===== config.mk =====
export PLATFORM = sky130hd
export DESIGN_NAME = dsfr_back
export DESIGN_NICKNAME = d
export VERILOG_FILES = /design/src/rtl/core/dsfr_pkg.sv /design/src/rtl/core/dsfr_back.sv
export SDC_FILE = /design/constraint.sdc
export NUM_CORES = 1
export LEC_CHECK = 0
export BUFFER_PORTS_ARGS = -buffer_cell sky130_fd_sc_hd__buf_2
export CAP_MARGIN = 5
export CORE_MARGIN = 3
export CORE_UTILIZATION = 40
export CTS_CLUSTER_DIAMETER = 80
export DETAILED_ROUTE_END_ITERATION = 8
export SKIP_LAST_GASP = 1
export SLEW_MARGIN = 10
export SYNTH_ARGS = -nofsm -noshare
export SYNTH_HDL_FRONTEND = slang
export SYNTH_SLANG_ARGS = --single-unit

===== constraint.sdc =====
create_clock -name clk -period 2.2 [get_ports clk]
set_input_delay 0.11 -clock clk [delete_from_list [all_inputs] [get_ports clk]]
set_output_delay 0.11 -clock clk [all_outputs]
set_load 0.005 [all_outputs]

===== src/rtl/core/dsfr_pkg.sv =====
// Shared types, codes and constants of the framed byte receiver.
package dsfr_pkg;

	localparam int FRAME_SLOTS_DEF     = 8;
	localparam int MAX_FRAME_BYTES_DEF = 255;
	localparam int SLOT_SPAN           = 256;
	localparam int QUEUE_DEPTH         = 4;

	localparam logic [7:0] ESCAPE_RESET = 8'd16;
	localparam logic [7:0] START_RESET  = 8'd2;
	localparam logic [7:0] END_RESET    = 8'd3;

	localparam logic [1:0] REG_ESCAPE = 2'd0;
	localparam logic [1:0] REG_START  = 2'd1;
	localparam logic [1:0] REG_END    = 2'd2;

	localparam logic OP_RECEIVE = 1'b0;
	localparam logic OP_READ    = 1'b1;

	typedef enum logic [2:0] {
		ST_NONE     = 3'd0,
		ST_STORED   = 3'd1,
		ST_MISMATCH = 3'd2,
		ST_TOO_LONG = 3'd3,
		ST_FULL     = 3'd4,
		ST_READ     = 3'd5,
		ST_EMPTY    = 3'd6
	} status_t;

	typedef struct packed {
		logic       opcode;
		logic [7:0] line_byte;
	} req_t;

	typedef struct packed {
		status_t    status;
		logic [7:0] data_byte;
		logic       last_of_frame;
		logic [3:0] frames_pending;
	} rsp_t;

	typedef struct packed {
		status_t    status;
		logic       use_mem;
		logic       last_of_frame;
		logic [3:0] frames_pending;
	} desc_t;

endpackage


===== src/rtl/core/dsfr_back.sv =====
// Back end: result assembly stage and output queue.
module dsfr_back import dsfr_pkg::*; (
	input  logic       clk,
	input  logic       arst_n,
	input  logic       desc_valid,
	input  desc_t      desc,
	input  logic [7:0] mem_rdata,
	output logic       credit_ok,
	output logic       rsp_valid,
	input  logic       rsp_ready,
	output rsp_t       rsp_data
);

	localparam int PTR_W = $clog2(QUEUE_DEPTH);
	localparam int CNT_W = $clog2(QUEUE_DEPTH + 1);

	logic             valid_s2;
	desc_t            desc_s2;
	rsp_t             fifo_q [QUEUE_DEPTH];
	logic [PTR_W-1:0] wr_ptr_q, rd_ptr_q;
	logic [CNT_W-1:0] count_q;
	logic [CNT_W:0]   demand;
	logic             push, pop;
	rsp_t             entry;

	assign push      = valid_s2;
	assign pop       = rsp_valid && rsp_ready;
	assign rsp_valid = count_q != '0;
	assign rsp_data  = fifo_q[rd_ptr_q];
	assign demand    = {1'b0, count_q} + {{CNT_W{1'b0}}, valid_s2};
	assign credit_ok = demand < (CNT_W + 1)'(QUEUE_DEPTH);

	assign entry.status         = desc_s2.status;
	assign entry.data_byte      = desc_s2.use_mem ? mem_rdata : 8'd0;
	assign entry.last_of_frame  = desc_s2.last_of_frame;
	assign entry.frames_pending = desc_s2.frames_pending;

	always_ff @(posedge clk or negedge arst_n) begin
		if (!arst_n) begin
			valid_s2 <= 1'b0;
			wr_ptr_q <= '0;
			rd_ptr_q <= '0;
			count_q  <= '0;
		end else begin
			valid_s2 <= desc_valid;
			if (push) begin
				wr_ptr_q <= (wr_ptr_q == PTR_W'(QUEUE_DEPTH - 1)) ? '0 : wr_ptr_q + PTR_W'(1);
			end
			if (pop) begin
				rd_ptr_q <= (rd_ptr_q == PTR_W'(QUEUE_DEPTH - 1)) ? '0 : rd_ptr_q + PTR_W'(1);
			end
			if (push && !pop) begin
				count_q <= count_q + CNT_W'(1);
			end else if (pop && !push) begin
				count_q <= count_q - CNT_W'(1);
			end
		end
	end

	always_ff @(posedge clk) begin
		if (desc_valid) begin
			desc_s2 <= desc;
		end
		if (push) begin
			fifo_q[wr_ptr_q] <= entry;
		end
	end

	// A result leaving the assembly stage always finds room in the queue.
	a_room_on_push: assert property (@(posedge clk) disable iff (!arst_n)
		valid_s2 |-> count_q < CNT_W'(QUEUE_DEPTH))
		else $error("output queue overflow");

	// A request taken from the front is assembled in the following cycle.
	a_desc_to_s2: assert property (@(posedge clk) disable iff (!arst_n)
		(desc_valid && credit_ok) |=> valid_s2)
		else $error("accepted request lost before assembly");

endmodule

Yosys cells after proc, flatten, opt, wreduce, memory -nomap -nowiden

Memory sizes are Yosys's and may differ from the RTL's.
Index checks and enable logic that the tools add are counted.

Reduce and logical (&&, ||, !) cells: 7
Mux-type cells: 7
Magnitude comparators: 1
$add $sub $neg: 5
Equality and inequality tests: 2

Operators by type and width:

| operator              | count |
|---|---|
| $mux W8               | 1 |
| $mux W3               | 2 |
| $add A2 B1 Y2 const B | 2 |
| $add A3 B1 Y4         | 1 |
| $eq A2 B2 Y1 const B  | 2 |
| $lt A4 B3 Y1 const B  | 1 |
| $mux W2               | 2 |
| $add A3 B1 Y3 const B | 1 |
| $logic_and A1 B1 Y1   | 3 |
| $reduce_bool A3 Y1    | 1 |
| $sub A3 B1 Y3 const B | 1 |
| $logic_not A1 Y1      | 2 |
| $mux W1               | 2 |
| $reduce_bool A2 Y1    | 1 |

Input bits: 21
Memory bits (writable): 64
Memories: 1
Output and inout port bits: 18
Flip-flop bits (word level): 17
Word-level logic and storage cells: 31

Memory list:

| name   | words | bits a word | read ports | clocked after Yosys merged registers in | wr ports | RTL line        | text |
|---|---|---|---|---|---|---|---|
| fifo_q | 4     | 16          | 1          | 0                                       | 1        | dsfr_back.sv:19 | `rsp_t fifo_q [QUEUE_DEPTH];` |

Logic depth before layout (Yosys ltp)

Gate-level depths: netlist of the first run.

Depth in word-level cells: 5
Mapped depth: 8
Mapped depth without buffers: 8

Worst setup path after synthesis of the first run

No wires, ideal clock.

Path kind: register -> register
Start: reg count_q[0]
End: reg count_q[2]
Path slack: 251 ps
Buffers on the path: 0
Cell stages (with the launch flop): 9
Data required time: 2121 ps
Arrival: 1870 ps
Cells stage by stage: dfrtp_1 > or3_4 > nand2_4 > ha_1 > inv_1 > fa_1 > xor2_1 > nor2_1 > xor2_1

Cells in the longest elaborated chain, start to end: 5
Elaborated cells on any way between the ends: 10
Those cells by class: add/sub (2); mux (2); reduce/logical (6)

RTL lines:

| item                                                 | RTL line        | text |
|---|---|---|
| start, declared                                      | dsfr_back.sv:21 | `logic [CNT_W-1:0] count_q;` |
| start signal, assigned                               | dsfr_back.sv:53 | `count_q <= count_q + CNT_W'(1);` |
| start signal, assigned                               | dsfr_back.sv:55 | `count_q <= count_q - CNT_W'(1);` |
| $reduce_bool A3 Y1 *                                 | dsfr_back.sv:28 | `assign rsp_valid = count_q != '0;` |
| via rsp_valid                                        | dsfr_back.sv:9  | `output logic rsp_valid,` |
| $logic_and A1 B1 Y1 *                                | dsfr_back.sv:27 | `assign pop = rsp_valid && rsp_ready;` |
| $logic_not A1 Y1                                     | dsfr_back.sv:52 | `if (push && !pop) begin` |
| $logic_and A1 B1 Y1                                  | dsfr_back.sv:52 |  |
| $mux W3 / $reduce_bool A2 Y1 (equally long branches) | --              |  |

Mark *: on every way through the listed nets, which the timed path passes. The rest lies on a longest branch. The select of a mux whose other input is x is not followed.
A chain may end at the register's enable or synchronous reset.

Worst setup path after layout of the first run

Start: reg count_q[0]
End: reg count_q[2]

Cells in the longest elaborated chain, start to end: 5
Elaborated cells on any way between the ends: 10
Those cells by class: add/sub (2); mux (2); reduce/logical (6)

RTL lines:

| item |
|---|
| branches (longest 5 deep; another with $sub A3 B1 Y3) |

Several ways; the timed one is not identified. The select of a mux whose other input is x is not followed.

==> flow_summary.ini, run 1 <==
[synth]
syn_inst = 139
yosysSeqAreaShare_pct = 76.6
yosys_register_bits = 81
synth_area_mm2 = 0.00312
syn-num-nets = 167
synth_warnings = 0
ys_types = 20
avgSynthCellArea_um2 = 22.5

[routing]
via_count = 1495
drt_first_iter_violations = 95
drc = 0
ant_nets = 0
post_drt_wl_per_cell_um = 17.2
drt_wl_total_um = 5250
vias_per_cell = 4.89
firstDrtPassIters = 4

[cts]
clock_latency_ps = 340
clockRootBuffer = clkbuf_8
cts.sinks = 81
cts_tree = done
clk_path_buf_depth = 2
numCtsBuffers = 9
path_clk_slew_ps = 70
htree_levels = 3

[sta]
skew_ps = 7.33
setup_viol = 0
relSlewSlack_pct = 48.3
timing.fmax_mhz = 464
finalCritPeriodShare_pct = 98.1
fin_crit_ps = 2160
tns_ps = 0
finalHoldViolCount = 0
slew_violations = 0
worst_pin_slew_ps = 775
rsz0062_at_grt = false

[worst_setup_path]
crit_path_max_fanout = 3
critPathCaptureType = flip-flop
crit_type = reg2reg
start_kind = flip-flop
reg2reg_slack_ps = 40
r2r-start = count_q[0]$_DFFE_PN0P_
r2r-end = count_q[2]$_DFFE_PN0P_
reg2regPathDepth = 8
critPathArrivalTime_ps = 2390
critPathRequiredTime_ps = 2440

[final_layout]
multiInputGateArea_um2 = 678
layout.nets = 230
seqCellArea_mm2 = 0.00239
n_fill_cell = 597
area_delta_synth_final_pct = 20.7
final_cells = 306
layout-drive-gt1-share_pct = 36.2
diodes = 0

[pwr]
p_leak_nw = 1.39
powerDensity_mw_per_mm2 = 1180
peakVddDrop_uv = 467

[die]
die_w_um = 94.4
ioPinCount = 39
die_y_um = 94.4
core_mm2 = 0.00741
num_rows = 31
dieArea_mm2 = 0.00890
initial_core_util_pct = 42.2

[placed_design]
hpwl_um = 3320
io_buffers = 38
gp_congestion = 0.690
dp.cells = 278

[hold_path]
holdPathEnd = push$_DFF_PN0_
worstHoldStart = desc_valid
worstHoldPathType = in2reg
worstHoldPathCells = 1

[global_route]
grtUsageTotal_pct = 13.0
globalRouteOverflowTotal = 0
grt_pass1_wl_um = 8250
grt_pass1_vias = 1607
antenna_found_initial = 0
grt_max_degree = 19

[status]
outcome = complete, no violations

[job]
maxCapViolCount = 0
[critical path: stages (launching register included)]
cell and delay, ps:
dfrtp_2 420, or3_4 400, nand2_4 90, ha_1 180
inv_1 70, fa_1 370, xor2_1 150, nor2_1 150
xor2_1 230
[routing by layer]
metal / GRT usage (%) / vias up / wire (um)
li1: - / 687 / -
met1: 14.5 / 757 / 2090
met2: 22.8 / 40 / 2830
met3: 2.87 / 11 / 216
met4: 7.94 / 0 / 118
met5: 0 / - / 0
[layout make-up]
class	count	share of cell area, %
Clock buffer	10	3.39
Clock inverter	6	2.19
Inverter	3	0.299
Multi-Input combinational cell	51	18.0
Sequential cell	81	63.5
Tap cell	99	3.29
Timing Repair Buffer	56	9.30
[stage by stage]
stage	util [%]	power (mW)	setup WS, ps	hold slack, ps	instance area [um^2]
global route	50.9	4.72	3.69	43.6	3770
global placement	46.4	3.27	227	-46.3	3440
CTS	50.6	4.50	48.1	37.7	3750
finish	50.9	4.46	42.8	40.8	3770
floorplan	-	2.91	251	-186	3120
detailed placement	46.4	3.35	79.7	-35.9	3440
[how the worst max path moves through the flow]
stage                                       from                     end  slack [ps]  cells past startpoint
after floorplan           count_q[0]$_DFFE_PN0P_  count_q[2]$_DFFE_PN0P_         250                      8
after global placement    count_q[0]$_DFFE_PN0P_  count_q[2]$_DFFE_PN0P_         230                      8
after detailed placement  count_q[0]$_DFFE_PN0P_  count_q[2]$_DFFE_PN0P_          80                      8
after CTS                 count_q[0]$_DFFE_PN0P_  count_q[2]$_DFFE_PN0P_          50                      8
after global routing      count_q[1]$_DFFE_PN0P_  count_q[2]$_DFFE_PN0P_           4                      8
final                     count_q[0]$_DFFE_PN0P_  count_q[2]$_DFFE_PN0P_          40                      8
[where the power goes]
| group | total, mW | switching, mW | internal (mW) | leakage (nW) |
|---|---|---|---|---|
| registers | 2.16 | 0.172 | 1.99 | 0.774 |
| logic | 1.17 | 0.528 | 0.638 | 0.510 |
| clock network | 1.13 | 0.500 | 0.634 | 0.108 |
| total | 4.46 | 1.20 | 3.26 | 1.39 |
[cell usage after synthesis]
library cell,instances,area share [%]
nand2_1,2,0.24
buf_6,1,0.36
ha_1,6,2.4
a31oi_1,1,0.20
inv_1,3,0.36
xnor2_1,1,0.28
buf_2,2,0.32
edfxtp_1,73,70
o21ai_0,2,0.32
buf_12,1,0.64
and2_1,12,2.4
nor2_1,3,0.36
dfrtp_1,8,6.4
mux2_2,3,1.1
nand2_4,1,0.36
or3_4,1,0.36
mux4_2,8,5.8
xor2_1,2,0.56
fa_1,1,0.64
mux4_1,8,6.7
[cells in the final DEF, fill, tap and decap left out]
cell,n
dfrtp_1,6
clkinv_1,1
dfrtp_2,2
mux4_2,8
clkinv_4,1
mux2_2,3
o21ai_0,2
a31oi_1,1
buf_4,8
xor2_1,2
dlygate4sd3_1,10
clkbuf_1,1
and2_1,12
nor2_1,3
clkbuf_8,9
nand2_1,2
or3_4,1
nand2_4,1
clkinv_2,2
bufinv_16,2
edfxtp_1,73
mux4_1,8
xnor2_1,1
fa_1,1
ha_1,6
buf_2,38
inv_1,3
[cells by family (layout without fill, tap and decap cells)]
family / count (synthesis) / in the layout / synth area share [%]
fa+ha+maj: 7 / 7 / 3.04
mux: 19 / 19 / 13.6
xor+xnor: 3 / 3 / 0.841
buf+inv: 7 / 75 / 1.68
flops: 81 / 81 / 76.6
compound gates: 3 / 3 / 0.521
simple gates: 19 / 19 / 3.73
[registers in the layout (all words and copies together), names as in the netlist]
register,count
fifo_q,64
desc_s2,9
count_q,3
rd_ptr_q,2
wr_ptr_q,2
push,1
[timing repair]
item	CTS	global route
setup endpoints to repair	0	1
gates resized for setup	0	2
endpoints found under the hold margin	17	0
hold buffers	10	0
buffers inserted	0	2
Power figures use the tool's default switching activity.
==> run 2, diff against run 1 <==
- CORE_UTILIZATION: 40 -> 25
- clock period: 2.2 -> 1.9 ns (I/O delays scaled with it)
==> run 2 against run 1 <==
Sequential power up 12%. Flip-flop and latch count did not move. Clock skew down 1.3 ps. Fmax grew 16%. Critical path depth unchanged. Cell area up 7.0%. Final cell count rose by 24%. Non-clock buffer count up 5. Hold slack got worse by 10 ps. Sequential share of layout area decreased by 4.2 points. Die area up 56%. Highest routed layer unchanged.
==> flow_summary.ini, run 2 (same netlist as run 1, synthesis figures left out) <==
[status]
outcome = complete, no violations

[worst_setup_path]
reg2reg_slack_ps = 50
crit_type = reg2reg
r2r-start = count_q[2]$_DFFE_PN0P_
critPathCaptureType = flip-flop
cpMostUsedCell = xor2_1
cpPeakStageDelay_ps = 400
reg2regPathDepth = 8
critPathArrivalTime_ps = 2110
crit_slowest_cell = or3_4
crit_path_max_fanout = 2
crit_path_cell_trace = or3_4, nand2_4, ha_4, inv_1, fa_2, xor2_1, nor2_1, xor2_1
critPathRequiredTime_ps = 2150
start_kind = flip-flop
r2r-end = count_q[2]$_DFFE_PN0P_

[final_layout]
regMostFlops = fifo_q
final_cells = 380
n_fill_cell = 1194
layout-drive-gt1-share_pct = 37.7
area_delta_synth_final_pct = 29.1
layout.nets = 235
reg_top3 = fifo_q: 64 flops, desc_s2: 9 flops, count_q: 3 flops
largest_reg_flops = 64
layout_common_cells = 73 x edfxtp_1, 38 x buf_2, 12 x and2_1
final_common_cell = edfxtp_1
diodes = 0

[pwr]
combPwrFrac_pct = 26.4
switchingPower_mw = 1.44
p_leak_nw = 1.47
powerDensity_mw_per_mm2 = 1410
peakVddDrop_uv = 429
power.total_mw = 5.70
internal_power_mw = 4.26
p_sw_share_pct = 25.3
seqPwrFrac_pct = 42.6
clkPwrFrac_pct = 31.0

[die]
num_rows = 40
die_y_um = 118
dieArea_mm2 = 0.0139
core_mm2 = 0.0121
die_w_um = 118
ioPinCount = 39
initial_core_util_pct = 25.8

[cts]
htree_levels = 3
postCtsSetupBuffers = 0
clock_latency_ps = 330
path_clk_slew_ps = 60
cts_tree = done
clk_path_buf_depth = 2
clockRootBuffer = clkbuf_16
cts.sinks = 81
numCtsBuffers = 9

[sta]
finalHoldViolCount = 0
worst_pin_slew_ps = 356
slew_violations = 0
fin_crit_ps = 1850
skew_ps = 6.00
setup_viol = 0
finalCritPeriodShare_pct = 97.6
timing.fmax_mhz = 539
tns_ps = 0
relSlewSlack_pct = 76.3
rsz0062_at_grt = true

[hold_path]
worstHoldStart = desc_valid
worstHoldPathType = in2reg
holdPathEnd = push$_DFF_PN0_
worstHoldPathCells = 1

[global_route]
grtUsageTotal_pct = 8.69
globalRouteOverflowTotal = 0
grt_pass1_wl_um = 8910
grt_pass1_vias = 1610
grt_max_degree = 14
antenna_found_initial = 0

[routing]
firstDrtPassIters = 4
ant_nets = 0
vias_per_cell = 3.83
post_drt_wl_per_cell_um = 14.4
drc = 0
via_count = 1455
drt_first_iter_violations = 85
drt_wl_total_um = 5480

[job]
maxCapViolCount = 0

[placed_design]
hpwl_um = 3750
gp_congestion = 0.675
io_buffers = 38
dp.cells = 354
[run 2: worst max-delay path: cells and delay by family (launching register included)]
kind	cells	cell delay [ps]
simple gates	3	610
flops	1	380
xor+xnor	2	290
fa+ha+maj	2	460
buf+inv	1	50
[run 2: how the worst max path moves through the flow]
stage | startpoint | to | slack [ps] | cells after the start
after floorplan | count_q[1]$_DFFE_PN0P_ | count_q[2]$_DFFE_PN0P_ | 20 | 8
after global placement | count_q[2]$_DFFE_PN0P_ | count_q[2]$_DFFE_PN0P_ | 50 | 8
after detailed placement | count_q[2]$_DFFE_PN0P_ | count_q[2]$_DFFE_PN0P_ | -10 | 8
after CTS | count_q[2]$_DFFE_PN0P_ | count_q[2]$_DFFE_PN0P_ | 40 | 8
after global routing | count_q[2]$_DFFE_PN0P_ | count_q[2]$_DFFE_PN0P_ | -60 | 8
final | count_q[2]$_DFFE_PN0P_ | count_q[2]$_DFFE_PN0P_ | 50 | 8
[run 2: stage by stage]
step,cell area [um^2],hold WS (ps),utilization [%],setup WS [ps]
6_report,4030,30.3,33.3,45.4
5_1_grt,4030,44.4,33.3,-57.5
4_1_cts,4030,32.8,33.3,37.7
3_5_place_dp,3620,-40.9,29.9,-11.6
3_3_place_gp,3620,-46.6,29.9,48.5
2_1_floorplan,3140,-201,-,15.3
[run 2: area by class of cell]
type	instances	area [um^2]	share of cell area, %
clock buffers	10	229	5.68
clock inverters	6	82.6	2.05
inverters	3	11.3	0.279
multi-input cells	51	693	17.2
flip-flops and latches	81	2390	59.3
well taps	168	210	5.21
repair buffers	61	413	10.2
[run 2: layer usage]
layer / share of wire [%] / GRT usage, % / wire length [um] / vias up
met5: 0 / 0 / 0 / -
met4: 2.0 / 3.96 / 111 / 0
met3: 5.3 / 3.80 / 289 / 10
met2: 48 / 13.0 / 2620 / 35
met1: 45 / 10.8 / 2460 / 719
li1: - / - / - / 691
[run 2: timing repair]
action	in CTS	in global routing
cloned	0	0
endpoints found under the hold margin	17	0
pin swaps	2	0
gates resized for setup	1	0
endpoints found under the setup margin	1	1
hold buffers	10	0
[run 2: power groups by stage]
stage	combinational [mW]	clock, mW	sequential, mW
after floorplan	0.950	0	2.43
after global placement	1.51	0	2.45
after detailed placement	1.54	0	2.47
after CTS	1.57	1.82	2.44
after global routing	1.67	1.91	2.47
final	1.50	1.77	2.43
