`config.mk`:
```
export PLATFORM = sky130hd
export DESIGN_NAME = dsfr_front
export DESIGN_NICKNAME = d
export VERILOG_FILES = /design/src/rtl/core/dsfr_pkg.sv /design/src/rtl/core/dsfr_front.sv
export SDC_FILE = /design/constraint.sdc
export NUM_CORES = 1
export LEC_CHECK = 0
export BUFFER_PORTS_ARGS = -buffer_cell sky130_fd_sc_hd__clkbuf_2
export CAP_MARGIN = 20
export CORE_MARGIN = 2
export CORE_UTILIZATION = 37
export DETAILED_ROUTE_END_ITERATION = 7
export PLACE_DENSITY = 0.6
export SLEW_MARGIN = 40
export SYNTH_ARGS = -nofsm -noshare
export SYNTH_HDL_FRONTEND = slang
export SYNTH_SLANG_ARGS = --single-unit
```
`constraint.sdc`:
```
create_clock -name clk -period 4.05 [get_ports clk]
set_clock_uncertainty 0.05 [all_clocks]
set_input_delay 0.2025 -clock clk [delete_from_list [all_inputs] [get_ports clk]]
set_output_delay 0.2025 -clock clk [all_outputs]
set_load 0.01 [all_outputs]
```
`src/rtl/core/dsfr_pkg.sv`:
```
// Shared types, codes and constants of the framed byte receiver.
package dsfr_pkg;

	localparam int FRAME_SLOTS_DEF     = 8;
	localparam int MAX_FRAME_BYTES_DEF = 255;
	localparam int SLOT_SPAN           = 256;
	localparam int QUEUE_DEPTH         = 4;

	localparam logic [7:0] ESCAPE_RESET = 8'd16;
	localparam logic [7:0] START_RESET  = 8'd2;
	localparam logic [7:0] END_RESET    = 8'd3;

	localparam logic [1:0] REG_ESCAPE = 2'd0;
	localparam logic [1:0] REG_START  = 2'd1;
	localparam logic [1:0] REG_END    = 2'd2;

	localparam logic OP_RECEIVE = 1'b0;
	localparam logic OP_READ    = 1'b1;

	typedef enum logic [2:0] {
		ST_NONE     = 3'd0,
		ST_STORED   = 3'd1,
		ST_MISMATCH = 3'd2,
		ST_TOO_LONG = 3'd3,
		ST_FULL     = 3'd4,
		ST_READ     = 3'd5,
		ST_EMPTY    = 3'd6
	} status_t;

	typedef struct packed {
		logic       opcode;
		logic [7:0] line_byte;
	} req_t;

	typedef struct packed {
		status_t    status;
		logic [7:0] data_byte;
		logic       last_of_frame;
		logic [3:0] frames_pending;
	} rsp_t;

	typedef struct packed {
		status_t    status;
		logic       use_mem;
		logic       last_of_frame;
		logic [3:0] frames_pending;
	} desc_t;

endpackage

```
`src/rtl/core/dsfr_front.sv`:
```
// Front end: configuration, request classification, frame parser and ring control.
module dsfr_front import dsfr_pkg::*; #(
	parameter int FRAME_SLOTS     = FRAME_SLOTS_DEF,
	parameter int MAX_FRAME_BYTES = MAX_FRAME_BYTES_DEF
) (
	input  logic                           clk,
	input  logic                           arst_n,
	input  logic                           cfg_wen,
	input  logic [1:0]                     cfg_idx,
	input  logic [7:0]                     cfg_wdata,
	input  logic                           req_valid,
	output logic                           req_ready,
	input  req_t                           req_data,
	input  logic                           credit_ok,
	output logic                           desc_valid,
	output desc_t                          desc,
	output logic                           mem_we,
	output logic [$clog2(FRAME_SLOTS)+7:0] mem_waddr,
	output logic [7:0]                     mem_wdata,
	output logic                           mem_re,
	output logic [$clog2(FRAME_SLOTS)+7:0] mem_raddr
);

	localparam int SLOT_W = $clog2(FRAME_SLOTS);
	localparam int USED_W = $clog2(FRAME_SLOTS + 1);

	typedef enum logic [2:0] {
		PH_IDLE       = 3'd0,
		PH_WAIT_START = 3'd1,
		PH_DATA       = 3'd2,
		PH_AFTER_ESC  = 3'd3,
		PH_WAIT_CHECK = 3'd4
	} phase_t;

	logic [7:0]        escape_q, start_q, end_q;
	phase_t            phase_q, phase_d;
	logic [7:0]        check_q, check_d;
	logic [7:0]        bytes_q, bytes_d;
	logic              lost_q, lost_d;
	logic [SLOT_W-1:0] wslot_q, wslot_d, rslot_q, rslot_d;
	logic [USED_W-1:0] used_q, used_d;
	logic [7:0]        offset_q, offset_d;
	logic [7:0]        lengths_q [FRAME_SLOTS];

	logic              fire, take, store_len, use_mem, last;
	status_t           st;
	logic [7:0]        ch, len;
	logic [USED_W+3:0] used_ext;

	assign fire      = req_valid && credit_ok;
	assign req_ready = credit_ok;
	assign ch        = req_data.line_byte;
	assign len       = lengths_q[rslot_q];

	always_comb begin
		phase_d   = phase_q;
		check_d   = check_q;
		bytes_d   = bytes_q;
		lost_d    = lost_q;
		wslot_d   = wslot_q;
		rslot_d   = rslot_q;
		used_d    = used_q;
		offset_d  = offset_q;
		st        = ST_NONE;
		take      = 1'b0;
		store_len = 1'b0;
		use_mem   = 1'b0;
		last      = 1'b0;
		mem_we    = 1'b0;
		mem_re    = 1'b0;
		if (fire && req_data.opcode == OP_RECEIVE) begin
			unique case (phase_q)
				PH_IDLE: begin
					check_d = 8'd0;
					bytes_d = 8'd0;
					lost_d  = 1'b0;
					if (ch == escape_q) begin
						phase_d = PH_WAIT_START;
					end
				end
				PH_WAIT_START: begin
					phase_d = (ch == start_q) ? PH_DATA : PH_IDLE;
				end
				PH_DATA: begin
					if (ch == escape_q) begin
						phase_d = PH_AFTER_ESC;
					end else begin
						take = 1'b1;
					end
				end
				PH_AFTER_ESC: begin
					priority if (ch == escape_q) begin
						phase_d = PH_DATA;
						take    = 1'b1;
					end else if (ch == end_q) begin
						check_d = check_q ^ ch;
						phase_d = PH_WAIT_CHECK;
					end else if (ch == start_q) begin
						check_d = 8'd0;
						bytes_d = 8'd0;
						lost_d  = 1'b0;
						phase_d = PH_DATA;
					end else begin
						check_d = 8'd0;
						bytes_d = 8'd0;
						lost_d  = 1'b0;
						phase_d = PH_IDLE;
					end
				end
				PH_WAIT_CHECK: begin
					priority if (check_q != ch) begin
						st = ST_MISMATCH;
					end else if (lost_q || used_q >= USED_W'(FRAME_SLOTS)) begin
						st = ST_FULL;
					end else begin
						store_len = 1'b1;
						wslot_d   = (wslot_q == SLOT_W'(FRAME_SLOTS - 1)) ?
							'0 : wslot_q + SLOT_W'(1);
						used_d    = used_q + USED_W'(1);
						st        = ST_STORED;
					end
					check_d = 8'd0;
					bytes_d = 8'd0;
					lost_d  = 1'b0;
					phase_d = PH_IDLE;
				end
				default: begin
					check_d = 8'd0;
					bytes_d = 8'd0;
					lost_d  = 1'b0;
					phase_d = PH_IDLE;
				end
			endcase
			if (take) begin
				if (bytes_q >= 8'(MAX_FRAME_BYTES)) begin
					check_d = 8'd0;
					bytes_d = 8'd0;
					lost_d  = 1'b0;
					phase_d = PH_IDLE;
					st      = ST_TOO_LONG;
				end else begin
					if (used_q < USED_W'(FRAME_SLOTS)) begin
						mem_we = 1'b1;
					end else begin
						lost_d = 1'b1;
					end
					check_d = check_q ^ ch;
					bytes_d = bytes_q + 8'd1;
				end
			end
		end else if (fire) begin
			if (used_q == '0) begin
				st = ST_EMPTY;
			end else begin
				st      = ST_READ;
				use_mem = offset_q < len;
				mem_re  = use_mem;
				if ({1'b0, offset_q} + 9'd1 >= {1'b0, len}) begin
					last     = 1'b1;
					rslot_d  = (rslot_q == SLOT_W'(FRAME_SLOTS - 1)) ?
						'0 : rslot_q + SLOT_W'(1);
					used_d   = used_q - USED_W'(1);
					offset_d = 8'd0;
				end else begin
					offset_d = offset_q + 8'd1;
				end
			end
		end
	end

	assign mem_waddr = {wslot_q, bytes_q};
	assign mem_wdata = ch;
	assign mem_raddr = {rslot_q, offset_q};
	assign used_ext  = {4'd0, used_d};

	assign desc_valid          = fire;
	assign desc.status         = st;
	assign desc.use_mem        = use_mem;
	assign desc.last_of_frame  = last;
	assign desc.frames_pending = used_ext[3:0];

	always_ff @(posedge clk or negedge arst_n) begin
		if (!arst_n) begin
			escape_q <= ESCAPE_RESET;
			start_q  <= START_RESET;
			end_q    <= END_RESET;
			phase_q  <= PH_IDLE;
			check_q  <= 8'd0;
			bytes_q  <= 8'd0;
			lost_q   <= 1'b0;
			wslot_q  <= '0;
			rslot_q  <= '0;
			used_q   <= '0;
			offset_q <= 8'd0;
		end else begin
			if (cfg_wen) begin
				unique case (cfg_idx)
					REG_ESCAPE: escape_q <= cfg_wdata;
					REG_START:  start_q  <= cfg_wdata;
					REG_END:    end_q    <= cfg_wdata;
					default: ;
				endcase
			end
			phase_q  <= phase_d;
			check_q  <= check_d;
			bytes_q  <= bytes_d;
			lost_q   <= lost_d;
			wslot_q  <= wslot_d;
			rslot_q  <= rslot_d;
			used_q   <= used_d;
			offset_q <= offset_d;
		end
	end

	always_ff @(posedge clk) begin
		if (store_len) begin
			lengths_q[wslot_q] <= bytes_q;
		end
	end

	// The ring never claims more frames than it has slots.
	a_used_bound: assert property (@(posedge clk) disable iff (!arst_n)
		used_q <= USED_W'(FRAME_SLOTS))
		else $error("slot count exceeds ring size");

	// A frame that is being collected never grows past the length limit.
	a_bytes_bound: assert property (@(posedge clk) disable iff (!arst_n)
		bytes_q <= 8'(MAX_FRAME_BYTES))
		else $error("frame byte count exceeds limit");

endmodule

```
== After elaboration in Yosys (flattened, before gate mapping) ==
Memories as Yosys holds them, arrays and structs flattened.
Index checks and enable logic that the tools add are counted.

* Register bits: 62
* Bits in latches: 0
* RAM bits: 64
* Bits in read-only memories: 0
* Output and inout bits: 43
* Memories: 1

* $add $sub $neg: 7
* $mul: 0
* Div/mod/pow operators: 0
* Order comparisons: 5
* Eq/ne operators: 15
* Shift operators: 0
* Muxes and demuxes: 63
* Bitwise logic cells: 6
* Reductions and logical operators: 15

{| class="wikitable"
|+ Memory list
! memory !! depth !! bits a word !! rd ports !! clocked after memory_dff !! write ports !! RTL line !! text
|-
| lengths_q || 8 || 8 || 1 || 0 || 1 || dsfr_front.sv:43 || <nowiki>logic [7:0] lengths_q [FRAME_SLOTS];</nowiki>
|}

{| class="wikitable"
|+ Operators by type and width
! operator !! number
|-
| $mux 8 || 9
|-
| $mux 3 || 15
|-
| $pmux 8 s2 || 2
|-
| $mux 4 || 7
|-
| $mux 1 || 25
|-
| $eq 8x8->1 || 3
|-
| $add 8x1->8 const B || 2
|-
| $pmux 3 s4 || 1
|-
| $reduce_and 4->1 || 3
|-
| $add 8x1->9 const B || 1
|-
| $eq 3x3->1 const B || 3
|-
| $ge 9x8->1 || 1
|-
| $ge 8x8->1 const B || 1
|-
| $lt 8x8->1 || 1
|-
| $ne 8x8->1 || 1
|-
| $xor 8x8->8 || 1
|-
| $add 3x1->3 const B || 2
|-
| $eq 3x2->1 const B || 2
|-
| $ne 3x3->1 const B || 2
|-
| $reduce_and 2->1 || 3
|-
| $reduce_and 3->1 || 2
|-
| $not 1->1 || 5
|-
| $add 4x1->4 const B || 1
|-
| $ge 4x4->1 const B || 1
|-
| 14 further kinds || 17
|}

== Longest topological paths before layout ==
Gate-level depths: netlist of the first run.

* Depth after elaboration: 8
* Gate-level depth with buffers: 12
* Mapped depth without buffers: 11

== Least setup slack after synthesis of the first run ==
No wires, ideal clock.

* Path kind: register to output
* From: register rslot_q[0]
* To: output port desc[5] in the netlist's numbering
* Data arrival time: 3.583 ns
* Data required time: 3.798 ns
* Slack: 0.215 ns
* Cell stages (with the launch flop): 13
* Buffers on the path: 3
* Path through: dfrtp_1 > buf_2 > buf_2 > mux4_2 > mux2i_1 > ha_1 > nor2b_1 > o21a_1 > o21a_1 > o21ai_0 > a21oi_1 > a2111oi_0 > buf_4

* Cells in the longest elaborated chain, start to end: 5

{| class="wikitable"
|+ RTL lines
! what !! RTL line !! text
|-
| from (decl) || dsfr_front.sv:40 || <nowiki>logic [SLOT_W-1:0] wslot_q, wslot_d, rslot_q, rslot_d;</nowiki>
|-
| from (signal assigned) || dsfr_front.sv:209 || <nowiki>rslot_q <= rslot_d;</nowiki>
|-
| $mem_v2 8x8 || n/a ||
|-
| $lt 8x8->1 || dsfr_front.sv:156 || <nowiki>use_mem = offset_q < len;</nowiki>
|-
| $mux 1 (3 in series) || n/a ||
|-
| to (decl) || dsfr_front.sv:16 || <nowiki>output desc_t desc,</nowiki>
|}

No other way between the ends.

==> results of run 1 <==
critical path, stage by stage, from the launching register on:
cell	delay [ns]
dfrtp_1	0.49
and3_1	0.25
and3_1	0.19
and3_1	0.18
xor2_1	0.26
ha_1	0.30
and3_1	0.21
a22o_1	0.23
a311oi_4	0.37
a21oi_2	0.17
nor2_1	0.17
xnor2_1	0.16
clkbuf_2	0.17
how the worst min path moves through the flow:
stage / slack [ns] / depth (start not counted) / endpoint
6_report: 0.01 / 2 / escape_q[4]
5_1_grt: 0.007 / 2 / escape_q[4]
4_1_cts: 0.0004 / 2 / start_q[4]
3_5_place_dp: 0.18 / 1 / offset_q[3]
3_3_place_gp: 0.31 / 1 / offset_q[2]
2_1_floorplan: -0.14 / 0 / bytes_q[0]
synthesized netlist by cell type (2+ instances only):
| cell type | instances |
|---|---|
| edfxtp_1 | 64 |
| xor2_1 | 14 |
| a211oi_1 | 2 |
| nor2_1 | 22 |
| o21a_1 | 3 |
| ha_1 | 24 |
| a22o_1 | 5 |
| o21ai_0 | 19 |
| mux2_2 | 31 |
| a21oi_2 | 2 |
| nor4_1 | 4 |
| nor3_1 | 5 |
| mux4_2 | 16 |
| nand2_1 | 29 |
| nor3_2 | 2 |
| nand2b_1 | 7 |
| nand4_1 | 10 |
| and3_1 | 10 |
| dfstp_2 | 4 |
| buf_4 | 17 |
| o211ai_1 | 2 |
| a31oi_1 | 7 |
| nor3b_1 | 9 |
| mux2i_1 | 9 |
| dfrtp_1 | 58 |
| nand3b_1 | 3 |
| buf_2 | 7 |
| nor2b_1 | 6 |
| inv_1 | 8 |
| o21bai_1 | 6 |
| xnor2_1 | 27 |
| a21o_1 | 11 |
| nand3_1 | 12 |
| o41ai_1 | 2 |
| o31ai_1 | 3 |
| and4_1 | 2 |
| clkbuf_1 | 9 |
| a21oi_1 | 7 |
| a22oi_1 | 2 |
per-stage QoR:
step	total power (uW)	worst slack, ns	std cells	hold slack (ns)
finish	3118	0.2267	807	0.01031
global route	3236	0.008747	807	0.007186
CTS	3146	0.03930	805	0.0003561
detailed placement	1666	0.3771	767	0.1833
global placement	1658	0.5377	767	0.3101
floorplan	1607	0.2147	502	-0.1431
cells by family after synthesis:
family / share of synthesized area [%]
flip-flops: 53.57
buffers and inverters: 3.719
AO/OA/AOI/OAI: 9.462
XOR/XNOR: 5.531
multiplexers: 12.31
AND/OR/NAND/NOR: 10.77
adder cells (fa/ha/maj): 4.625
power by group through the flow:
stage | logic [uW] | clock network (uW) | registers, uW
2_1_floorplan | 161 | 0 | 1450
3_3_place_gp | 206 | 0 | 1450
3_5_place_dp | 210 | 0 | 1460
4_1_cts | 216 | 1500 | 1430
5_1_grt | 237 | 1560 | 1440
6_report | 215 | 1470 | 1430
sequential cells by signal, indices dropped and copies added, names as in the netlist:
register   cells
lengths_q     64
bytes_q        8
check_q        8
end_q          8
escape_q       8
offset_q       8
start_q        8
used_q         4
phase_q        3
rslot_q        3
wslot_q        3
lost_q         1
what timing repair did:
item | 4_1_cts | 5_1_grt
resized for setup | 2 | 5
pin swaps | 0 | 1
setup endpoints to repair | 2 | 5
hold buffers | 6 | 1
buffers inserted | 0 | 1
endpoints found under the hold margin | 46 | 1
final cells by class:
type	count	area, um^2
sequential	126	3480
inverter	8	30.03
clock buffer	18	429.2
fill	1575	9587
multi-input combinational	333	2801
tap	225	281.5
clock inverter	14	142.6
timing repair buffer	83	485.5
routing by layer:
layer  vias to the layer above  global-route usage [%]  share of wire, %  wire length, um
met5                         -                       0                 0                0
met4                         0                   5.093               1.5              225
met3                        17                   4.884               4.2              606
met2                        92                   30.36                54             7817
met1                      2140                   19.61                41             5952
li1                       2014                       -                 -                -
==> metrics.md, run 1 <==
| Metric | Value |
|---|---|
| Drt first-iter violations | 335 |
| Async S/R FF share, synth | 49.21% |
| Post-Route WL | 14.60 mm |
| RSZ-0062 raised after global routing | no |
| Synthesis-to-finish area growth | 17.83% |
| R2R depth | 12 |
| NetSw | 712.4 uW |
| Tmin final | 3.823 ns |
| FMAX | 261.6 MHz |
| First-pass GRT wire length | 23.49 mm |
| Leakage | 0.003188 uW |
| Grt total ovfl | 0 |
| Pwr Density | 407.6 nW/um^2 |
| Worst VDD drop | 0.3507 mV |
| TritonCTS buffer count | 17 |
| Most common cell after layout, fill and taps aside | clkbuf_2 |
| Worst R2R Setup Slack | 0.63 ns |
| Final Cell Area | 7650 um^2 |
| Number of hold-slack violations in the final timing report | 0 |
| Post-DRT Antenna Nets | 0 |
| Hold wc startpoint | cfg_wdata[4] |
| FP Rows | 48 |
| Netlist Area Pre-Place | 6492 um^2 |
| Sequential power share | 45.9% |
| Largest driver fanout on the critical path | 8 |
| Synth area leader | edfxtp_1 |
| Clk buf depth | 2 |
| Initial antenna violation count | 0 |
| Yosys warnings | 0 |
| Worst setup EP type | output pin |
| CP startpoint | offset_q[2] |
| Placed cell area | 6972 um^2 |
| CTS tree | done |
| Die ar. | 18620 um^2 |
| Setup tns final | 0 ns |
| Worst r2r dst | rslot_q[1] |
| Hold Path Class | in2reg |
| Ys flop type | edfxtp_1 |
| Vias in the first global route | 4401 |
| # IOs | 67 |
| Worst Setup EP | desc[0] |
| Worst-path clk slew | 0.06 ns |
| Least-Margin Pin Slew | 0.7999 ns |
| Core box area | 17240 um^2 |
| Slew Limit Headroom | 46.47% |
| Post-synthesis instance total | 502 |
| Crit Path Class | reg2out |
| Post-synth cell types | 61 |
| DP HPWL | 10.56 mm |
| Largest net degree at the start of global routing | 36 |
| Crit share post-route | 94.40% |
| # DRC | 0 |
| Chip Width | 136.5 um |
| EDFF count, synth | 64 |
| Layout cell share with drive strength beyond 1 | 29.73% |
| Initial Utilization | 37.67% |
| Root Driver | clkbuf_16 |
| Clk_lat worst skew | 0.42 ns |
| Max-cap viol count | 0 |
| Status | complete, no violations |
| Switching Share | 22.85% |
| DR pass1 iterations | 4 |
| Via-per-instance ratio | 5.283 |
| GP Congestion | 0.8632 |
| Mapped Avg Cell Area | 12.93 um^2 |
| Worst Path Required | 3.80 ns |
| Syn nets | 550 |
| Pint | 2406 uW |
| Die Span Y | 136.5 um |
| GR Util All Layers | 16.98% |
| FF+latch count, synth | 126 |
| Max-slew violations | 0 |
| CP arrival | 3.57 ns |
| Count of antenna diodes in the layout | 0 |
| Number of I/O port buffers | 66 |
| Post-Route Utilization | 44.38% |
| Share of the synthesized area in the top cell type | 29.60% |
| Setup-failing EPs final | 0 |
| CTS Sinks | 126 |
| RR Startpoint | offset_q[2] |
| Top post-synthesis cells by area | edfxtp_1 (30%), dfrtp_1 (22%), mux4_2 (5.6%) |
| Vias | 4263 |
| Total Nets Final | 617 |
| Max H-tree Level | 4 |
| Seq/Total Area, Yosys | 53.57% |
| Most frequent cells in the layout | clkbuf_2 (65), edfxtp_1 (64), dfrtp_1 (57) |
| WL/cell | 18.09 um |
| Logic pwr share | 6.9% |
| Clk network pwr share | 47.2% |
| Crit start category | flip-flop |
Note: power is estimated with default switching activity, not from simulation.
==> inputs of run 2 (changes only) <==
--- a/config.mk
+++ b/config.mk
@@ -7,9 +7,11 @@
 export LEC_CHECK = 0
 export BUFFER_PORTS_ARGS = -buffer_cell sky130_fd_sc_hd__clkbuf_2
 export CAP_MARGIN = 20
-export CORE_MARGIN = 2
+export CORE_MARGIN = 5
 export CORE_UTILIZATION = 37
+export CTS_BUF_LIST = sky130_fd_sc_hd__clkbuf_8
 export DETAILED_ROUTE_END_ITERATION = 7
+export HOLD_SLACK_MARGIN = 0.02
 export PLACE_DENSITY = 0.6
 export SLEW_MARGIN = 40
 export SYNTH_ARGS = -nofsm -noshare
==> run 2 against run 1 <==
  * Highest routed layer unchanged
  * Sequential share of layout area up 0.77 points
  * Worst hold slack improved by 0.16 ns
  * Flip-flop and latch count unchanged
  * Power shrank 8.6%
  * Via count is essentially flat
  * Largest power group is now registers
==> metrics.md, run 2 (synthesized netlist as in run 1, its figures left out) <==
| Metric | Value |
|---|---|
| Hold Path Cell Cnt | 4 (+2) |
| Vias in the first global route | 4293 (-2.5%) |
| CP startpoint | rslot_q[0] |
| Tmin final | 3.837 ns (+0.01340 ns) |
| Drt first-iter violations | 254 (-24%) |
| GP Congestion | 0.8655 (+0.27%) |
| First-pass GRT wire length | 23.11 mm (-1.6%) |
| CP max stage delay | 0.52 ns (+0.03 ns) |
| Grt total ovfl | 0 (unchanged) |
| Chip Width | 142.5 um (+4.4%) |
| Die Span Y | 142.5 um (+4.4%) |
| Most frequent cells in the layout | clkbuf_2 (65), edfxtp_1 (64), dfrtp_1 (57) |
| WP buf/inv | 2 (+1) |
| # fillers | 1580 (+0.32%) |
| Max H-tree Level | 4 (unchanged) |
| WP depth | 11 (-1) |
| # DRC | 0 (unchanged) |
| Crit share post-route | 94.73% (+0.33 points) |
| Via-per-instance ratio | 5.281 (about the same) |
| Crit Path Class | reg2out |
| Leakage | 0.003140 uW (-1.5%) |
| Least-Margin Pin Slew | 0.8068 ns (+0.006851 ns) |
| Most common cell after layout, fill and taps aside | clkbuf_2 |
| NetSw | 661.0 uW (-7.2%) |
| Vias | 4262 (-0.023%) |
| TritonCTS buffer count | 17 (unchanged) |
| Max-slew violations | 0 (unchanged) |
| Status | complete, no violations |
| Worst setup EP type | output pin |
| Worst VDD drop | 0.3291 mV (-6.1%) |
| R2R depth | 11 (-1) |
| Logic pwr share | 7.5% (+0.6 points) |
| Initial Utilization | 37.67% (unchanged) |
| RR Startpoint | rslot_q[0] |
| RSZ-0062 raised after global routing | no |
| Clk_lat worst skew | 0.45 ns (+0.03 ns) |
| CTS Sinks | 126 (unchanged) |
| Max-cap viol count | 0 (unchanged) |
| Post-Route WL | 14.51 mm (-0.65%) |
| Cell family with most CP delay | compound AO/OA/AOI/OAI gates |
| Top reg by flops | lengths_q |
| Hold Path Class | in2reg |
| Clk buf depth | 2 (unchanged) |
| Largest net degree at the start of global routing | 36 (unchanged) |
| WL/cell | 17.98 um (-0.65%) |
| Slew Limit Headroom | 45.65% (-0.83 points) |
| Number of I/O port buffers | 66 (unchanged) |
| Worst Path Required | 3.80 ns (about the same) |
| Setup-failing EPs final | 0 (unchanged) |
| Total Nets Final | 617 (unchanged) |
| Die ar. | 20300 um^2 (+9.0%) |
| Pint | 2189 uW (-9.0%) |
| Largest driver fanout on the critical path | 20 (+12) |
| Pwr Density | 378.9 nW/um^2 (-7.0%) |
| FMAX | 260.6 MHz (-0.35%) |
| Final std cells w/o fill | 807 (unchanged) |
| Switching Share | 23.19% (+0.34 points) |
| Slowest-stage cell, CP | mux4_2 |
| Initial antenna violation count | 0 (unchanged) |
| Worst-path clk slew | 0.08 ns (+0.02 ns) |
| Largest register FFs | 64 (unchanged) |
| CP cell instances | buf_12 -> mux4_2 -> mux2_2 -> ha_1 -> a21boi_0 -> o21a_1 -> o2111ai_1 -> a21oi_2 -> nor2_1 -> o32ai_1 -> clkbuf_2 |
| CP arrival | 3.58 ns (about the same) |
| Crit start category | flip-flop |
| Clk network pwr share | 42.4% (-4.8 points) |
| Synthesis-to-finish area growth | 15.86% |
| Count of antenna diodes in the layout | 0 (unchanged) |
| Placed Cells | 765 (-0.26%) |
| GR Util All Layers | 14.81% (-2.2 points) |
| FP Rows | 48 (unchanged) |
| Post-DRT Antenna Nets | 0 (unchanged) |
| Number of hold-slack violations in the final timing report | 0 (unchanged) |
| CTS tree | done |
| Core box area | 17240 um^2 (unchanged) |
| DP HPWL | 10.41 mm (-1.5%) |
| # IOs | 67 (unchanged) |
| Root Driver | clkbuf_8 |
| DR pass1 iterations | 5 (+1) |
| Layout cell share with drive strength beyond 1 | 29.90% (+0.17 points) |
| Hold wc startpoint | req_data[8] |
| Sequential power share | 50.1% (+4.2 points) |
| Setup tns final | 0 ns (unchanged) |
==> run 2: path summary, 6_finish.rpt <==
| kind | end | slack (ns) |
|---|---|---|
| max | desc[1] | 0.21 |
| min | used_q[2] | 0.17 |
| max reg2reg | rslot_q[0] | 0.67 |
| min reg2reg | check_q[1] | 0.47 |
| max in group asynchronous | start_q[1] | 2.90 |
| min in group asynchronous | rslot_q[2] | 0.24 |
==> run 2: final cells by class <==
class	count	area, um^2	share of cell area [%]
multi-input cells	333	2796	37.18
clock inverters	14	191.4	2.545
inverters	8	30.03	0.3992
clock buffers	18	247.7	3.293
flip-flops and latches	126	3480	46.26
well taps	225	281.5	3.743
repair buffers	83	495.5	6.587
==> run 2: repair_timing <==
| action | in CTS | in global routing |
|---|---|---|
| pin swaps | 0 | 1 |
| gates resized for setup | 1 | 6 |
| hold endpoints to repair | 57 | 0 |
| setup buffers | 0 | 1 |
| hold buffers | 9 | 0 |
| gates cloned | 0 | 0 |
| setup endpoints to repair | 2 | 6 |
==> run 2: layer usage <==
layer / track usage, % / up-vias / part of all wire [%] / wire length (um)
li1: - / 2021 / - / -
met1: 17.59 / 2109 / 42 / 6051
met2: 25.42 / 110 / 51 / 7436
met3: 3.831 / 22 / 4.6 / 662
met4: 6.353 / 0 / 2.4 / 354
met5: 0 / - / 0 / 0
==> run 2: power groups by stage <==
stage | clock network (uW) | logic [uW] | registers [uW]
final | 1210 | 214 | 1430
after global routing | 1300 | 235 | 1430
after CTS | 1240 | 218 | 1430
after detailed placement | 0 | 211 | 1450
after global placement | 0 | 206 | 1450
after floorplan | 0 | 161 | 1450
==> run 2: worst reg2reg max path: cells and delay by family, from the launching register on <==
family / cells / cell delay, ns
AO/OA/AOI/OAI: 3 / 0.80
adder cells (fa/ha/maj): 1 / 0.29
flip-flops: 1 / 0.37
multiplexers: 3 / 1.08
buffers and inverters: 3 / 0.52
AND/OR/NAND/NOR: 1 / 0.16
==> run 2: stage by stage <==
stage / util (%) / power, uW / setup slack, ns / instance area (um^2) / hold slack, ns
global placement: 40.29 / 1658 / 0.5573 / 6945 / 0.3368
detailed placement: 40.36 / 1665 / 0.5006 / 6957 / 0.1863
global route: 43.64 / 2969 / 0.01592 / 7522 / 0.1753
finish: 43.64 / 2850 / 0.2133 / 7522 / 0.1746
floorplan: - / 1607 / 0.2147 / 6492 / -0.1431
CTS: 43.44 / 2884 / 0.03598 / 7487 / 0.1327
==> inputs of run 3 (changes only) <==
==> constraint.sdc (replaced) <==
create_clock -name clk -period 4.5 [get_ports clk]
set_clock_uncertainty 0.05 [all_clocks]
set_input_delay 0.225 -clock clk [delete_from_list [all_inputs] [get_ports clk]]
set_output_delay 0.225 -clock clk [all_outputs]
set_load 0.01 [all_outputs]
==> run 3 against run 2 <==
  * Highest routed layer unchanged
  * Non-clock buffer count down 4
  * Core utilization down 0.83 points
  * Sequential share of layout area up 0.89 points
  * Critical path depth down 1
  * Global-route usage up 0.53 points
==> metrics.md, run 3 (synthesized netlist as in run 1, its figures left out) <==
| Metric | Value |
|---|---|
| Status | complete, no violations |
| WL/cell | 18.16 um (+1.0%) |
| Setup-failing EPs final | 0 (unchanged) |
| Vias in the first global route | 4553 (+6.1%) |
| Total Nets Final | 613 (-0.65%) |
| Tmin final | 4.198 ns |
| Worst-path clk slew | 0.07 ns (about the same) |
| Cell family with most CP delay | compound AO/OA/AOI/OAI gates |
| Worst setup EP type | output pin |
| CTS tree | done |
| WP buf/inv | 1 (-1) |
| Sequential power share | 54.7% (+4.6 points) |
| Drt first-iter violations | 256 (+0.79%) |
| Number of I/O port buffers | 66 (unchanged) |
| Hold Path Sink | check_q[1] |
| First-pass GRT wire length | 23.94 mm (+3.6%) |
| Core box area | 17240 um^2 (unchanged) |
| Setup tns final | 0 ns (unchanged) |
| Via-per-instance ratio | 5.314 (+0.62%) |
| Slowest-stage cell, CP | dfrtp_1 |
| Least-Margin Pin Slew | 0.8561 ns (+0.04932 ns) |
| CP max stage delay | 0.87 ns (+0.35 ns) |
| R2R depth | 9 (-2) |
| NetSw | 614.2 uW (-7.1%) |
| Switching Share | 26.13% (+2.9 points) |
| CP cell instances | mux4_2 -> mux2i_1 -> ha_1 -> and3_1 -> a22o_1 -> a311oi_2 -> nand2_1 -> a21o_1 -> nand3_1 -> clkbuf_2 |
| TritonCTS buffer count | 17 (unchanged) |
| Root Driver | clkbuf_8 |
| Worst Path Required | 4.22 ns (+0.42 ns) |
| Crit start category | flip-flop |
| Hold wc startpoint | req_data[1] |
| Clk network pwr share | 37.1% (-5.3 points) |
| Pint | 1736 uW (-21%) |
| FMAX | 238.2 MHz |
| Hold Path Cell Cnt | 3 (-1) |
| Slew Limit Headroom | 42.32% (-3.3 points) |
| Leakage | 0.003065 uW (-2.4%) |
| Clk buf depth | 2 (unchanged) |
| DP HPWL | 10.41 mm (about the same) |
| Die ar. | 20300 um^2 (unchanged) |
| CP arrival | 3.92 ns (+0.34 ns) |
| Largest register FFs | 64 (unchanged) |
| Largest driver fanout on the critical path | 19 (-5.0%) |
| Count of antenna diodes in the layout | 0 (unchanged) |
| Post-Route WL | 14.58 mm (+0.52%) |
| Worst r2r dst | offset_q[2] |
| Crit share post-route | 93.28% |
| CTS Sinks | 126 (unchanged) |
| Vias | 4267 (+0.12%) |
| Synthesis-to-finish area growth | 13.64% |
| GP Congestion | 0.8747 (+1.1%) |
| GR Util All Layers | 15.35% (+0.53 points) |
| DR pass1 iterations | 4 (-1) |
| Logic pwr share | 8.2% (+0.7 points) |
| # IOs | 67 (unchanged) |
| Final WS setup | 0.3022 ns (+0.08890 ns) |
| Hold buffers post-CTS | 9 (unchanged) |
| RSZ-0062 raised after global routing | no |
| Setup Buffers After CTS | 0 (unchanged) |
| Chip Width | 142.5 um (unchanged) |
| # DRC | 0 (unchanged) |
| WP depth | 10 (-1) |
| Clk_lat worst skew | 0.44 ns (about the same) |
| Initial Utilization | 37.67% (unchanged) |
| Most common cell after layout, fill and taps aside | clkbuf_2 |
| RR Startpoint | rslot_q[1] |
| Max H-tree Level | 4 (unchanged) |
| Layout cell share with drive strength beyond 1 | 29.24% (-0.66 points) |
| Crit Path Class | reg2out |
| Die Span Y | 142.5 um (unchanged) |
| Largest net degree at the start of global routing | 45 (+25%) |
| Post-DRT Antenna Nets | 0 (unchanged) |
| Worst R2R Setup Slack | 0.92 ns (+0.25 ns) |
| FP Rows | 48 (unchanged) |
| Number of hold-slack violations in the final timing report | 0 (unchanged) |
| Grt total ovfl | 0 (unchanged) |
| Worst VDD drop | 0.2166 mV (-34%) |
| Top reg by flops | lengths_q |
| Pwr Density | 318.6 nW/um^2 (-16%) |
| Hold Path Class | in2reg |
| Max-slew violations | 0 (unchanged) |
| Post_cts resized | 0 (-1) |
| DP Worst Slack | 0.6530 ns (+0.1524 ns) |
| Initial antenna violation count | 0 (unchanged) |
| Most frequent cells in the layout | clkbuf_2 (66), edfxtp_1 (64), dfrtp_1 (58) |
| Max-cap viol count | 0 (unchanged) |
run 3: cell types whose count changed in the layout (fill, tap and decap cells not counted), sizes merged:
cell,previous run,this run
inv,13,14
clkinv,4,7
buf,8,4
clkinvlp,1,2
bufinv,4,0
clkbuf,84,83
run 3: worst max-delay path by stage:
stage / startpoint / end / slack (ns)
after global placement: rslot_q[1] / desc[5] / 0.83
after floorplan: rslot_q[0] / desc[5] / 0.64
after detailed placement: rslot_q[1] / desc[5] / 0.65
after CTS: rslot_q[1] / desc[5] / 0.14
after global routing: rslot_q[1] / desc[2] / 0.05
final: rslot_q[1] / desc[2] / 0.30
run 3: metrics by stage:
stage               cell area [um^2]  hold WS [ns]  total power (uW)  cells  utilization, %
floorplan                       6492       -0.1206              1446    502               -
global placement                6923        0.1542              1492    762           40.16
detailed placement              6939        0.1593              1500    762           40.26
CTS                             7375        0.1736              2379    803           42.78
global route                    7378        0.2021              2458    803           42.81
finish                          7378        0.1984              2351    803           42.81
run 3: power by group through the flow:
stage / Sequential, uW / Combinational (uW) / Clock (uW)
2_1_floorplan: 1300 / 145 / 0
3_3_place_gp: 1310 / 185 / 0
3_5_place_dp: 1310 / 190 / 0
4_1_cts: 1280 / 197 / 897
5_1_grt: 1290 / 214 / 953
6_report: 1280 / 193 / 873
run 3: layout make-up:
class | instances | area (um^2)
Inverter | 8 | 30.03
Multi-Input combinational cell | 333 | 2793
Tap cell | 225 | 281.5
Clock inverter | 15 | 111.4
Timing Repair Buffer | 79 | 450.4
Sequential cell | 126 | 3478
Clock buffer | 17 | 234.0
Fill cell | 1605 | 9858
run 3: worst register-to-register path, cell delays in order (launching register included):
cell and delay (ns):
dfrtp_1 0.87, mux4_2 0.43, mux2i_1 0.30, ha_1 0.31, and3_1 0.20, a22o_1 0.22, a311oi_2 0.42, nand2_1 0.28
nor2_1 0.28, a22o_1 0.19
run 3: per-layer routing:
layer  vias to the layer above  global-route usage, %  share of wire [%]  wire, um
met2                       114                  26.16                 52      7554
met4                         0                  7.254                2.5       361
met3                        26                  3.763                4.9       719
met5                         -                      0                  0         0
li1                       2004                      -                  -         -
met1                      2123                  18.22                 41      5945
